--- config.mk ---
export PLATFORM = sky130hd
export DESIGN_NAME = negabinary_rank_remap
export DESIGN_NICKNAME = d
export VERILOG_FILES = /design/src/design/nbrr_pkg.sv /design/src/design/nbrr_cfg.sv /design/src/design/nbrr_core.sv /design/src/design/negabinary_rank_remap.sv
export SDC_FILE = /design/constraint.sdc
export NUM_CORES = 1
export LEC_CHECK = 0
export ABC_CLOCK_PERIOD_IN_PS = 7050
export BUFFER_PORTS_ARGS = -buffer_cell sky130_fd_sc_hd__buf_4
export CORE_UTILIZATION = 55
export CTS_CLUSTER_DIAMETER = 100
export DETAILED_ROUTE_END_ITERATION = 16
export PLACE_DENSITY = 0.89
export SYNTH_ARGS = -nofsm -noshare
export SYNTH_HDL_FRONTEND = slang
export SYNTH_SLANG_ARGS = --single-unit
export TNS_END_PERCENT = 1
--- constraint.sdc ---
create_clock -name clk_i -period 7.05 [get_ports clk_i]
set_input_delay 2.115 -clock clk_i [delete_from_list [all_inputs] [get_ports clk_i]]
set_output_delay 2.115 -clock clk_i [all_outputs]
set_load 0.005 [all_outputs]
--- src/design/nbrr_pkg.sv ---
package nbrr_pkg;

  localparam int RANK_W  = 19;
  localparam int COUNT_W = 20;
  // Internal code width: one digit more than the widest count needs.
  localparam int CODE_W  = 21;
  localparam int DIGIT_W = 5;
  localparam int ADDR_W  = 3;
  localparam int DATA_W  = 32;

  localparam logic [CODE_W-1:0] ODD_DIGITS  = 21'h0AAAAA;
  localparam logic [CODE_W-1:0] EVEN_DIGITS = 21'h155555;

  localparam logic [COUNT_W-1:0] RESET_COUNT = 20'd2;

  // Register index, taken from paddr above the byte offset.
  localparam logic REG_RANK_COUNT = 1'b0;

  typedef struct packed {
    logic [COUNT_W-1:0] count;
    logic [DIGIT_W-1:0] digits;
    logic [CODE_W-1:0]  mask;
    logic [CODE_W-1:0]  top_digit;
    logic               digits_ok;
  } cfg_t;

  typedef struct packed {
    logic [RANK_W-1:0] nega;
    logic [RANK_W-1:0] gray;
    logic [RANK_W-1:0] remap;
    logic              invalid;
  } result_t;

  // Smallest n with 2^n >= count; zero for counts of zero and one.
  function automatic logic [DIGIT_W-1:0] digit_count(logic [COUNT_W-1:0] count);
    logic [COUNT_W-1:0] m1;
    logic [DIGIT_W-1:0] n;
    m1 = count - COUNT_W'(1);
    n  = '0;
    for (int i = 0; i < COUNT_W; i++) begin
      if (m1[i]) begin
        n = DIGIT_W'(i + 1);
      end
    end
    if (count == '0) begin
      n = '0;
    end
    return n;
  endfunction

endpackage

--- src/design/nbrr_cfg.sv ---
module nbrr_cfg #(
  parameter int MAX_DIGITS = 19
) (
  input  logic                        clk_i,
  input  logic                        rst_ni,
  input  logic                        psel,
  input  logic                        penable,
  input  logic                        pwrite,
  input  logic [nbrr_pkg::ADDR_W-1:0] paddr,
  input  logic [nbrr_pkg::DATA_W-1:0] pwdata,
  output logic [nbrr_pkg::DATA_W-1:0] prdata,
  output logic                        pready,
  output nbrr_pkg::cfg_t              cfg_o
);

  nbrr_pkg::cfg_t cfg_q, cfg_d, cfg_rst;
  logic           wr_en;

  // Derived fields are worked out once, at the write, so the datapath
  // sees only registered values.
  function automatic nbrr_pkg::cfg_t make_cfg(logic [nbrr_pkg::COUNT_W-1:0] count);
    nbrr_pkg::cfg_t c;
    c.count     = count;
    c.digits    = nbrr_pkg::digit_count(count);
    c.mask      = (nbrr_pkg::CODE_W'(1) << c.digits) - nbrr_pkg::CODE_W'(1);
    c.top_digit = c.mask ^ (c.mask >> 1);
    c.digits_ok = c.digits <= nbrr_pkg::DIGIT_W'(MAX_DIGITS);
    return c;
  endfunction

  assign wr_en   = psel && penable && pwrite && (paddr[2] == nbrr_pkg::REG_RANK_COUNT);
  assign cfg_rst = make_cfg(nbrr_pkg::RESET_COUNT);
  assign cfg_d   = wr_en ? make_cfg(pwdata[nbrr_pkg::COUNT_W-1:0]) : cfg_q;

  always_ff @(posedge clk_i or negedge rst_ni) begin
    if (!rst_ni) begin
      cfg_q <= cfg_rst;
    end else begin
      cfg_q <= cfg_d;
    end
  end

  assign pready = 1'b1;
  assign prdata = (paddr[2] == nbrr_pkg::REG_RANK_COUNT)
                ? {{(nbrr_pkg::DATA_W - nbrr_pkg::COUNT_W){1'b0}}, cfg_q.count}
                : '0;
  assign cfg_o  = cfg_q;

endmodule

--- src/design/nbrr_core.sv ---
module nbrr_core (
  input  logic [nbrr_pkg::RANK_W-1:0] rank_i,
  input  nbrr_pkg::cfg_t              cfg_i,
  output nbrr_pkg::result_t           res_o
);

  localparam int W = nbrr_pkg::CODE_W;

  logic signed [W-1:0] rank_s, count_s, cand_a, cand_b, lo, hi;
  logic        [W-1:0] code_a, code_b, code, gray, rev, remap;
  logic                fit_a, fit_b, rank_below, ok;

  always_comb begin
    rank_s  = signed'({2'b00, rank_i});
    count_s = signed'({1'b0, cfg_i.count});
    // Odd ranks try rank and rank - count, even ranks the negated pair.
    if (rank_i[0]) begin
      cand_a = rank_s;
      cand_b = rank_s - count_s;
    end else begin
      cand_a = -rank_s;
      cand_b = count_s - rank_s;
    end

    hi    = signed'(nbrr_pkg::EVEN_DIGITS & cfg_i.mask);
    lo    = -signed'(nbrr_pkg::ODD_DIGITS & cfg_i.mask);
    fit_a = (cand_a >= lo) && (cand_a <= hi);
    fit_b = (cand_b >= lo) && (cand_b <= hi);

    code_a = fit_a ? ((nbrr_pkg::ODD_DIGITS + unsigned'(cand_a)) ^ nbrr_pkg::ODD_DIGITS) : '0;
    code_b = fit_b ? ((nbrr_pkg::ODD_DIGITS + unsigned'(cand_b)) ^ nbrr_pkg::ODD_DIGITS) : '0;

    rank_below = {1'b0, rank_i} < cfg_i.count;
    ok         = rank_below && cfg_i.digits_ok && (fit_a || fit_b);

    // When both fit, the first code wins only with its top digit set.
    if (fit_a && !fit_b) begin
      code = code_a;
    end else if (!fit_a && fit_b) begin
      code = code_b;
    end else if ((code_a & cfg_i.top_digit) != '0) begin
      code = code_a;
    end else begin
      code = code_b;
    end
    if (!ok) begin
      code = '0;
    end

    gray = code ^ (code >> 1);
    for (int i = 0; i < W; i++) begin
      rev[i] = gray[W-1-i];
    end
    remap = rev >> (nbrr_pkg::DIGIT_W'(W) - cfg_i.digits);

    res_o.nega    = code[nbrr_pkg::RANK_W-1:0];
    res_o.gray    = gray[nbrr_pkg::RANK_W-1:0];
    res_o.remap   = remap[nbrr_pkg::RANK_W-1:0];
    res_o.invalid = !ok;
  end

endmodule

--- src/design/negabinary_rank_remap.sv ---
// Negabinary rank remapper.
// The input channel (in_valid_i / in_ready_o) carries one rank per item; the
// output channel (out_valid_o / out_ready_i) returns one item per rank with
// the negabinary code, its Gray code, the bit-reversed remapped rank and an
// invalid flag. The rank count is written over the APB port at address 0;
// it may only change while no item is in flight.
// On acceptance the input register takes the rank; the remap logic then loads
// the result register once it is free, which raises out_valid_o.
// Throughput is one item per cycle while out_ready_i is high, set by the
// combinational path between the input register and the result register.
// Reset clears both valid flags and sets the rank count to 2.
// When the receiver stalls, the result register holds its item and the
// input register keeps one more; in_ready_o falls only when both are full.
// in_ready_o is always high while out_ready_i is high.
module negabinary_rank_remap #(
  parameter int MAX_DIGITS = 19
) (
  input  logic                        clk_i,
  input  logic                        rst_ni,
  input  logic                        psel,
  input  logic                        penable,
  input  logic                        pwrite,
  input  logic [nbrr_pkg::ADDR_W-1:0] paddr,
  input  logic [nbrr_pkg::DATA_W-1:0] pwdata,
  output logic [nbrr_pkg::DATA_W-1:0] prdata,
  output logic                        pready,
  input  logic                        in_valid_i,
  output logic                        in_ready_o,
  input  logic [nbrr_pkg::RANK_W-1:0] rank_in_i,
  output logic                        out_valid_o,
  input  logic                        out_ready_i,
  output logic [nbrr_pkg::RANK_W-1:0] nega_code_o,
  output logic [nbrr_pkg::RANK_W-1:0] gray_code_o,
  output logic [nbrr_pkg::RANK_W-1:0] remapped_rank_o,
  output logic                        invalid_o
);

  nbrr_pkg::cfg_t              cfg;
  nbrr_pkg::result_t           res, res_q;
  logic [nbrr_pkg::RANK_W-1:0] rank_q;
  logic                        in_v_q, in_v_d, out_v_q, out_v_d;
  logic                        out_free, advance;

  nbrr_cfg #(
    .MAX_DIGITS(MAX_DIGITS)
  ) u_cfg (
    .clk_i  (clk_i),
    .rst_ni (rst_ni),
    .psel   (psel),
    .penable(penable),
    .pwrite (pwrite),
    .paddr  (paddr),
    .pwdata (pwdata),
    .prdata (prdata),
    .pready (pready),
    .cfg_o  (cfg)
  );

  nbrr_core u_core (
    .rank_i(rank_q),
    .cfg_i (cfg),
    .res_o (res)
  );

  assign out_free   = !out_v_q || out_ready_i;
  assign advance    = in_v_q && out_free;
  assign in_ready_o = !in_v_q || out_free;

  assign in_v_d  = (in_valid_i && in_ready_o) || (in_v_q && !advance);
  assign out_v_d = advance || (out_v_q && !out_ready_i);

  always_ff @(posedge clk_i or negedge rst_ni) begin
    if (!rst_ni) begin
      in_v_q  <= 1'b0;
      out_v_q <= 1'b0;
    end else begin
      in_v_q  <= in_v_d;
      out_v_q <= out_v_d;
    end
  end

  always_ff @(posedge clk_i) begin
    if (in_valid_i && in_ready_o) begin
      rank_q <= rank_in_i;
    end
    if (advance) begin
      res_q <= res;
    end
  end

  assign out_valid_o     = out_v_q;
  assign nega_code_o     = res_q.nega;
  assign gray_code_o     = res_q.gray;
  assign remapped_rank_o = res_q.remap;
  assign invalid_o       = res_q.invalid;

endmodule

* After elaboration in Yosys (flattened, before gate mapping)
Cells that the tools add are included.
Operators by class: shift-type cells 2, bitwise logic cells 6, reduce and logical (&&, ||, !) cells 27, multiplexer cells 30, magnitude comparators 6, $add $sub $neg 9
Operators by type and width (count):
- 21-bit 2-to-1 mux | 8
- 5-bit 2-to-1 mux | 20
- 20-bit by 21-bit adder with 21-bit output (first input constant) | 2
- 21-bit greater-or-equal comparator | 2
- 21-bit less-or-equal comparator | 2
- 21-bit by 20-bit bitwise XOR with 21-bit output | 2
- 21-bit bitwise AND | 1
- 19-bit negator with 21-bit output | 1
- 20-bit negator with 21-bit output | 1
- 21-bit nonzero test | 1
- 1-bit by 5-bit << shifter with 21-bit output (first input constant) | 1
- 21-bit by 5-bit >> shifter with 19-bit output | 1
- 19-bit by 20-bit subtractor with 21-bit output | 1
- 20-bit by 19-bit subtractor with 21-bit output | 1
- 21-bit by 2-bit subtractor with 21-bit output (second input constant) | 1
- 20-bit logical NOT | 1
- 19-bit by 20-bit < comparator with 1-bit output | 1
- 20-bit 2-to-1 mux | 1
- 10-bit NOT | 2
- 20-bit by 1-bit subtractor with 20-bit output (second input constant) | 1
- 1-bit logical AND | 13
- 1-bit logical NOT | 7
- 5-bit less-or-equal comparator (second input constant) | 1
- 1-bit logical OR | 5
- other kinds (3) | 3
Word-level totals: bits of input ports 61, word-level logic and storage cells 92, output and inout bits 93, flip-flop bits (word level) 147

* Longest topological paths before layout
Gate-level depths: netlist of run 1.
depth after elaboration 25, mapped depth 31, gate-level depth less buffers 26

* By module
A second synthesis of run 1 with hierarchy kept.
Unflattened totals: cell total of the unflattened synthesis 1845, area total of the unflattened synthesis 15453.6 µm²
By module, submodules not included:
- nbrr_core | area an instance 8516.9 µm², times used 1, cells each 1218
- nbrr_cfg | area an instance 4520.6 µm², times used 1, cells each 542
- negabinary_rank_remap | area an instance 2416.1 µm², times used 1, cells each 85

* Worst setup path before layout of run 1
Ideal clock, no wire load.
kind register -> register, from register rank_q[0] (netlist bit), to register res_q, in the netlist remapped_rank_o[4], data pin, data arrival time 6.549 ns, buffers on the path 5, cell stages (with the launch flop) 28, period minus slack after synthesis 6.807 ns, setup time 0.259 ns, path slack 0.243 ns, cells stage by stage edfxtp_1 -> buf_4 -> inv_2 -> clkbuf_1 -> clkbuf_1 -> clkbuf_1 -> ha_1 -> inv_1 -> fa_1 -> a211oi_1 -> o31a_1 -> a211o_1 -> a21oi_1 -> o41a_1 -> o22ai_1 -> xnor2_1 -> ha_1 -> o21ai_0 -> or4b_1 -> a2bb2oi_1 -> a2bb2oi_1 -> nor3_4 -> buf_8 -> mux4_2 -> nor4b_1 -> a31oi_1 -> o211ai_1 -> a211o_1
RTL lines:
- from (decl) | line negabinary_rank_remap.sv:40 | logic [nbrr_pkg::RANK_W-1:0] rank_q;
- from (signal assigned) | line negabinary_rank_remap.sv:84 | rank_q <= rank_in_i;
- to (signal assigned) | line negabinary_rank_remap.sv:87 | res_q <= res;
- to (decl) | line negabinary_rank_remap.sv:39 | nbrr_pkg::result_t res, res_q;

* Final worst setup path of run 1
from register u_cfg.cfg_q, in the netlist u_cfg.cfg_o[49], to register res_q, in the netlist remapped_rank_o[5], data pin
Between the ends: word-level cells in the longest chain between the ends 11, elaborated cells between the ends (all ways) 22, classes of those cells add/sub (3); order compare (3); shift (1); mux (6); bitwise (2); reduce/logical (7)
RTL lines:
- from (decl) | line nbrr_cfg.sv:16 | nbrr_pkg::cfg_t cfg_q, cfg_d, cfg_rst;
- from (signal assigned) | line nbrr_cfg.sv:37 | cfg_q <= cfg_rst;
- from (signal assigned) | line nbrr_cfg.sv:39 | cfg_q <= cfg_d;
- 20-bit by 19-bit subtractor with 21-bit output / 19-bit by 20-bit subtractor with 21-bit output (equally long branches) | line nbrr_core.sv:22, nbrr_core.sv:19
- 21-bit 2-to-1 mux | line nbrr_core.sv:17 | if (rank_i[0]) begin
- 20-bit by 21-bit adder with 21-bit output, or another cell as far along | line nbrr_core.sv:31 | code_b = fit_b ? ((nbrr_pkg::ODD_DIGITS + unsigned'(cand_b)) ^ nbrr_pkg::ODD_DIGITS) : '0;
- 10-bit NOT (no line) / 1-bit logical AND (equally long branches)
- 21-bit 2-to-1 mux | line nbrr_core.sv:31
- 21-bit 2-to-1 mux | line nbrr_core.sv:41 | end else if ((code_a & cfg_i.top_digit) != '0) begin
- 21-bit 2-to-1 mux | line nbrr_core.sv:39 | end else if (!fit_a && fit_b) begin
- 21-bit 2-to-1 mux | line nbrr_core.sv:37 | if (fit_a && !fit_b) begin
- 21-bit 2-to-1 mux (*) | line nbrr_core.sv:46 | if (!ok) begin
- 21-bit by 20-bit bitwise XOR with 21-bit output (*) | line nbrr_core.sv:50 | gray = code ^ (code >> 1);
- 21-bit by 5-bit >> shifter with 19-bit output (*) | line nbrr_core.sv:54 | remap = rev >> (nbrr_pkg::DIGIT_W'(W) - cfg_i.digits);
Mark *: on every way between the ends. The rest lies on a longest branch, timed or not. A chain may end at the register's enable or synchronous reset.

==> flow_metrics.tcl, run 1 <==
set metrics [dict create \
    post_synth_inst_count 1839 \
    num_antenna_cells 0 \
    grt_overflow_total 0 \
    rr_endpoint "remapped_rank_o[5]" \
    worst_slew_margin_rel 0.262 \
    areaGrowthSynthToFinish_pct 13.5 \
    synth.largest_area_cell "edfxtp_1" \
    worstHoldEndpoint "u_cfg.cfg_o[36]" \
    seq_area_frac_synth 0.269 \
    cts_htree_levels 4 \
    crit_arrival_ns 7.10 \
    status "completed" \
    seq_power_share 0.218 \
    final_hold_viol_count 0 \
    fin_crit_sh 0.972 \
    setup_total_negative_slack_ns 0 \
    routed_wirelength_um 48000 \
    grt_util_all_layers 0.339 \
    drt-initial-drc-count 1448 \
    synth-main-ff-cell "edfxtp_1" \
    place.port_buffers 126 \
    critical_path.endpoint_type "flop" \
    timing.critical_path.required_ns 7.30 \
    overall_via_count_from_detail_route 14900 \
    crit_chain "inv_1 -> fa_1 -> nand2b_1 -> a211oi_1 -> buf_4 -> o41ai_1 -> buf_4 -> nand2_1 -> a31oi_1 -> o31a_1 -> a211oi_2 -> inv_1 -> ha_1 -> nand3_1 -> or3_1 -> nor4_1 -> a2bb2oi_2 -> or3_1 -> buf_4 -> mux2i_1 -> mux2_2 -> o211ai_1 -> a221oi_1 -> a311oi_1" \
    routedWlPerCell_um 20.9 \
    grt_setup_unrepaired "false" \
    post-synth-top-area-fraction 0.154 \
    holdCritPathClass "reg -> reg" \
    whs_path_depth 2 \
    tritoncts.num_buffers 17 \
    timing.hold.ws_ns 0.488 \
    cts.root.buffer_cell "clkbuf_16" \
    cts_tree "yes" \
    r2r_cells 24 \
    viasPerCell 6.48 \
    core_region_area_um2 26900 \
    drive_gt1_frac 0.157 \
    kind_of_critical_path "reg -> reg" \
    grt_start_max_net_pins 81 \
    regToRegSetupSlack_ns 0.20 \
    crit-reg2reg-launch "u_cfg.cfg_o[49]" \
    max_cap_viols 0 \
    first_global_vias 13800 \
    ioPinCount 154 \
    synth_seq_cells 146 \
    power_switching_w 0.00238 \
    ant_nets 0 \
    worst_hold_startpoint "u_cfg.cfg_o[36]" \
    finalCriticalPeriod_ns 6.85 \
    post_synth_instance_area_um2 15000 \
    worstPathBufferInverterCount 5 \
    detail_route.first_pass.iterations 6 \
    power.leakage_nw 7.17 \
    clk_transition_reported_paths_ns 0.08 \
    drt_drc_violations_left 0 \
    power_per_cell_area_nw_per_um2 305 \
    global_route_wire_length_before_repair_um 74200 \
    ir_worst_vdd_uv 176 \
    die-width_um 167 \
    setup_viol 0 \
    ys.warnings.count 0 \
    insertion_delay_ns 0.45 \
    cpPeakStageDelay_ns 0.55 \
    most_prevalent_standard_cell_on_the_critical_path "buf_4" \
    combinationalPowerShare 0.588 \
    post-dp-hpwl_um 37100 \
    cell_class_contributing_the_biggest_share_of_worst_path_delay "compound AO/OA/AOI/OAI gates" \
    yosys-top-cells-area "edfxtp_1, dfrtp_1, ha_1, xnor2_1, nor2_1" \
    postSynth.asyncResetShare 0.473 \
    num_rows 60 \
    finish.net_count 2118 \
    place.gp.congestion 0.963 \
    clock_power_share 0.194 \
    switching_share 0.456 \
    synth.distinct_cells 104 \
    max_slew.worst_pin.slew_ns 1.11 \
    synth_enable_flop_cells 77 \
    die_y_um 167 \
    clkSinkCount 146 \
    worst-path-max-fanout 7 \
    clock_path_buffers 2 \
    cts-hold-fix-buffers 0 \
    synthesis.area_per_instance_um2 8.18 \
    final_max_slew_viol_count 0 \
    intPower_w 0.00284 \
    effective_utilization_at_floorplan 0.560 \
    fmax_mhz 146 \
    setup.worst_path.start_class "flop" \
    grt_antenna_before_repair 0 \
    critical_path.slowest_cell "dfstp_2" \
    die_area_um2 28000 \
    worst_clock_skew_ns 0.0135 \
]
## routing by layer
| layer | vias to the layer above | track usage | wire, µm |
|---|---|---|---|
| met1 | 7015 | 0.422 | 19200 |
| met4 | 0 | 0.206 | 2980 |
| met5 | - | 0 | 0 |
| li1 | 6932 | - | - |
| met2 | 811 | 0.557 | 22200 |
| met3 | 156 | 0.0466 | 3730 |
## kinds of logic after synthesis
family / Yosys count / share of synthesized area
buffers and inverters: 235 / 0.0665
flip-flops: 146 / 0.269
AND/OR/NAND/NOR: 636 / 0.209
adder cells (fa/ha/maj): 109 / 0.0916
AO/OA/AOI/OAI: 522 / 0.238
XOR/XNOR: 129 / 0.0766
other: 2 / 0.000499
multiplexers: 60 / 0.0491
## flip-flops by register name (all words and copies together) (netlist names)
register,cells
u_cfg.cfg_o,67
gray_code_o,19
nega_code_o,19
rank_q,19
remapped_rank_o,19
in_v_q,1
invalid_o,1
out_valid_o,1
## synth_stat cells (all sizes together) (15+ instances only)
cell type / count
nor2: 183
nand2: 180
o21ai: 126
inv: 116
ha: 107
a21oi: 103
xnor2: 95
edfxtp: 77
clkbuf: 72
dfrtp: 64
nor3: 46
buf: 45
nand3: 39
a31oi: 37
mux2i: 34
xor2: 34
a211oi: 29
nand4: 26
nand2b: 25
or3: 23
and3: 21
o21a: 20
and2: 18
o22ai: 18
a21o: 17
mux2: 17
nor2b: 17
nor4: 15
## cells in the final DEF, fill, tap and decap left out, types with 13 or more instances in the layout
cell       count
a211o_1       13
a211oi_1      26
a21o_1        17
a21oi_1      101
a31oi_1       36
and2_1        16
and3_1        21
buf_4        195
clkbuf_16     17
conb_1        13
dfrtp_1       64
edfxtp_1      77
ha_1         107
inv_1        109
mux2_2        17
mux2i_1       34
nand2_1      180
nand2b_1      25
nand3_1       39
nand4_1       25
nor2_1       183
nor2b_1       17
nor3_1        43
o211ai_1      13
o21a_1        20
o21ai_0      117
o22ai_1       18
or3_1         23
xnor2_1       92
xor2_1        34
## layout make-up
cell class	count	area, µm²
well taps	341	427
fillers	2283	9800
flip-flops and latches	146	4050
repair buffers	196	1480
clock buffers	17	425
multi-input cells	1469	10100
clock inverters	15	196
inverters	118	443
## worst max-delay path by stage
stage / from / to / slack [ns] / depth (start not counted)
after floorplan: rank_q[0] / remapped_rank_o[4] / 0.24 / 27
after global placement: pwdata[7] / u_cfg.cfg_o[19] / 0.17 / 19
after detailed placement: pwdata[7] / u_cfg.cfg_o[19] / 0.07 / 19
after CTS: u_cfg.cfg_o[49] / remapped_rank_o[5] / 0.17 / 24
after global routing: u_cfg.cfg_o[49] / remapped_rank_o[5] / 0.00007 / 23
final: u_cfg.cfg_o[49] / remapped_rank_o[5] / 0.20 / 24
## through the flow
step            util  total power [W]  cells  worst slack (ns)  cell area, µm²
5_1_grt        0.636          0.00549   2302         0.0000706           17100
4_1_cts        0.635          0.00513   2302             0.170           17100
2_1_floorplan      -          0.00317   1850             0.243           15100
3_5_place_dp   0.612          0.00412   2270            0.0689           16400
6_report       0.636          0.00521   2302             0.198           17100
3_3_place_gp   0.612          0.00404   2270             0.167           16400
## worst reg2reg max path: cells and delay by family, from the launching register on
family,cells,cell delay [ns]
and+or+nand+nor,6,1.69
muxes,2,0.47
buffers and inverters,5,0.83
adders and majority gates,2,0.86
DFF,1,0.55
AOI/OAI and AO/OA,9,2.27
## power groups by stage
stage / sequential (W) / combinational (W) / clock (W)
floorplan: 0.00112 / 0.00206 / 0
global placement: 0.00115 / 0.00289 / 0
detailed placement: 0.00115 / 0.00297 / 0
CTS: 0.00114 / 0.00299 / 0.00101
global route: 0.00115 / 0.00331 / 0.00104
finish: 0.00114 / 0.00306 / 0.00101
## repair_timing
action	in CTS	in global routing
resized for setup	0	3
setup buffers	0	0
endpoints found under the setup margin	0	12
(Power assumes the default switching activity.)
==> run 2: changes to the inputs <==
ABC_CLOCK_PERIOD_IN_PS = 7900   (was 7050)
CORE_UTILIZATION = 66   (was 55)
PLACE_DENSITY = 0.95   (was 0.89)
clock period = 7.9 ns   (was 7.05 ns; I/O delays follow)
==> run 2 against run 1 <==
Against the previous run: register-to-register slack better by 0.40 ns; via count increased by 0.39%; first-iteration DRC count up 19%; total power shrank 13%; routed wire length down 0.14%; clock skew rose by 0.00099 ns; cell count is 4.0% lower; count of clock-buffer cells in the layout grew 4; clock power is 18% lower.
==> flow_metrics.tcl, run 2 (same netlist as run 1, synthesis figures left out) <==
set metrics [dict create \
    status "completed" \
    area.sequential_um2 4050 \
    ant_nets 0 \
    final.fill_count 1639 \
    setup_viol 0 \
    final.setup.worst_slack_ns 0.598 \
    cts_setup_buffers 0 \
    areaGrowthSynthToFinish_pct 11.1 \
    cts-hold-fix-buffers 0 \
    drive_gt1_frac 0.142 \
    detail_route.first_pass.iterations 6 \
    viasPerCell 6.77 \
    cts_tree "yes" \
    route.met2.wl_um 21900 \
    crit_arrival_ns 7.45 \
    num_rows 54 \
    cts_repair_resize_count 0 \
    routedWlPerCell_um 21.7 \
    max_slew.worst_pin.slew_ns 1.28 \
    placed_cells 2179 \
    effective_utilization_at_floorplan 0.681 \
    first_global_vias 14000 \
    num_antenna_cells 0 \
    timing.critical_path.required_ns 8.05 \
    global_route_wire_length_before_repair_um 74400 \
    fmax_mhz 137 \
    overall_via_count_from_detail_route 15000 \
    tritoncts.num_buffers 17 \
    grt_antenna_before_repair 0 \
    critical_path.endpoint_type "flop" \
    power_per_cell_area_nw_per_um2 270 \
    utilization_after_layout 0.756 \
    ir_worst_vdd_uv 183 \
    fin_crit_sh 0.924 \
    routed_wirelength_um 48000 \
    routed-wl-met3_um 4270 \
    insertion_delay_ns 0.44 \
    most_prevalent_standard_cell_on_the_critical_path "buf_4" \
    final_hold_viol_count 0 \
    post-dp-hpwl_um 36800 \
    finalCriticalPeriod_ns 7.30 \
    setup_total_negative_slack_ns 0 \
    cts.root.buffer_cell "clkbuf_16" \
    max_cap_viols 0 \
    die_y_um 153 \
    drt-initial-drc-count 1728 \
    drt_drc_violations_left 0 \
    cpPeakStageDelay_ns 0.63 \
    place.port_buffers 126 \
    layout.cells.non_filler 2211 \
    worst-path-max-fanout 18 \
    m1WireLength_um 18600 \
    regToRegSetupSlack_ns 0.60 \
    multi_input_comb_area_um2 10000 \
    most_common_cell_after_layout_fill_and_taps_aside "nor2_1" \
    place.gp.congestion 0.998 \
    grt_start_max_net_pins 81 \
    grt_util_all_layers 0.407 \
    setup.worst_path.start_class "flop" \
    core_region_area_um2 22100 \
    dp_worst_setup_slack_ns 0.636 \
    layout.cells.most_common_list "nor2_1, nand2_1, buf_4" \
    holdCritPathClass "reg -> reg" \
    kind_of_critical_path "reg -> reg" \
    die_area_um2 23400 \
    clock_path_buffers 2 \
    worst_slew_margin_rel 0.149 \
    critical_path.slowest_cell "a211oi_1" \
    cts_htree_levels 4 \
    grt_overflow_total 0 \
    largest_reg_flops 67 \
    clkSinkCount 146 \
    die-width_um 153 \
    worst_clock_skew_ns 0.0145 \
    clk_transition_reported_paths_ns 0.07 \
    power.leakage_nw 7.00 \
    final_max_slew_viol_count 0 \
    grt_setup_unrepaired "false" \
    finish.net_count 2088 \
    top_layer_used "met4" \
    ioPinCount 154 \
]
==> run 2: cell types whose count changed in the layout (fill, tap and decap cells not counted), sizes merged <==
cell,before,now
buf,196,166
clkbuf,17,21
bufinv,3,0
clkinvlp,2,1
==> run 2: per-stage QoR <==
stage          power (W)  hold slack, ns  area, µm²
3_5_place_dp     0.00360           0.465      16100
6_report         0.00451           0.482      16700
2_1_floorplan    0.00283           0.442      15100
5_1_grt          0.00474           0.488      16700
3_3_place_gp     0.00353           0.458      16100
4_1_cts          0.00444           0.476      16700
==> run 2: path summary, 6_finish.rpt <==
| kind | from | end | cells after the start |
|---|---|---|---|
| setup / recovery | rank_q[0] | remapped_rank_o[0] | 25 |
| hold / removal | u_cfg.cfg_o[0] | u_cfg.cfg_o[0] | 2 |
| setup reg to reg | rank_q[0] | remapped_rank_o[0] | 25 |
| hold reg to reg | u_cfg.cfg_o[0] | u_cfg.cfg_o[0] | 2 |
| max in group asynchronous | rst_ni | u_cfg.cfg_o[18] | 1 |
| min in group asynchronous | rst_ni | u_cfg.cfg_o[48] | 1 |
==> run 2: layer usage <==
| layer | up-vias | track usage |
|---|---|---|
| met3 | 179 | 0.0590 |
| met5 | - | 0 |
| met1 | 7012 | 0.511 |
| met2 | 908 | 0.657 |
| met4 | 0 | 0.268 |
| li1 | 6873 | - |
==> run 2: power breakdown <==
| group | internal, W | leakage (nW) | switching [W] | total (W) |
|---|---|---|---|---|
| clock network | 0.000449 | 0.286 | 0.000382 | 0.000831 |
| logic | 0.00104 | 5.11 | 0.00162 | 0.00266 |
| registers | 0.000931 | 1.61 | 0.0000964 | 0.00103 |
| total | 0.00242 | 7.00 | 0.00210 | 0.00451 |
==> run 2: area by class of cell <==
class | count | share of cell area
multi-input cells | 1469 | 0.601
flip-flops and latches | 146 | 0.242
repair buffers | 166 | 0.0753
clock buffers | 21 | 0.0290
inverters | 118 | 0.0265
well taps | 280 | 0.0210
clock inverters | 11 | 0.00539
==> run 2: critical path: cells and delay by family (launching register included) <==
kind | cells | cell delay (ns)
fa+ha+maj | 3 | 1.00
buf+inv | 5 | 0.95
simple gates | 7 | 1.52
flops | 1 | 0.40
compound gates | 8 | 2.22
mux | 2 | 0.90
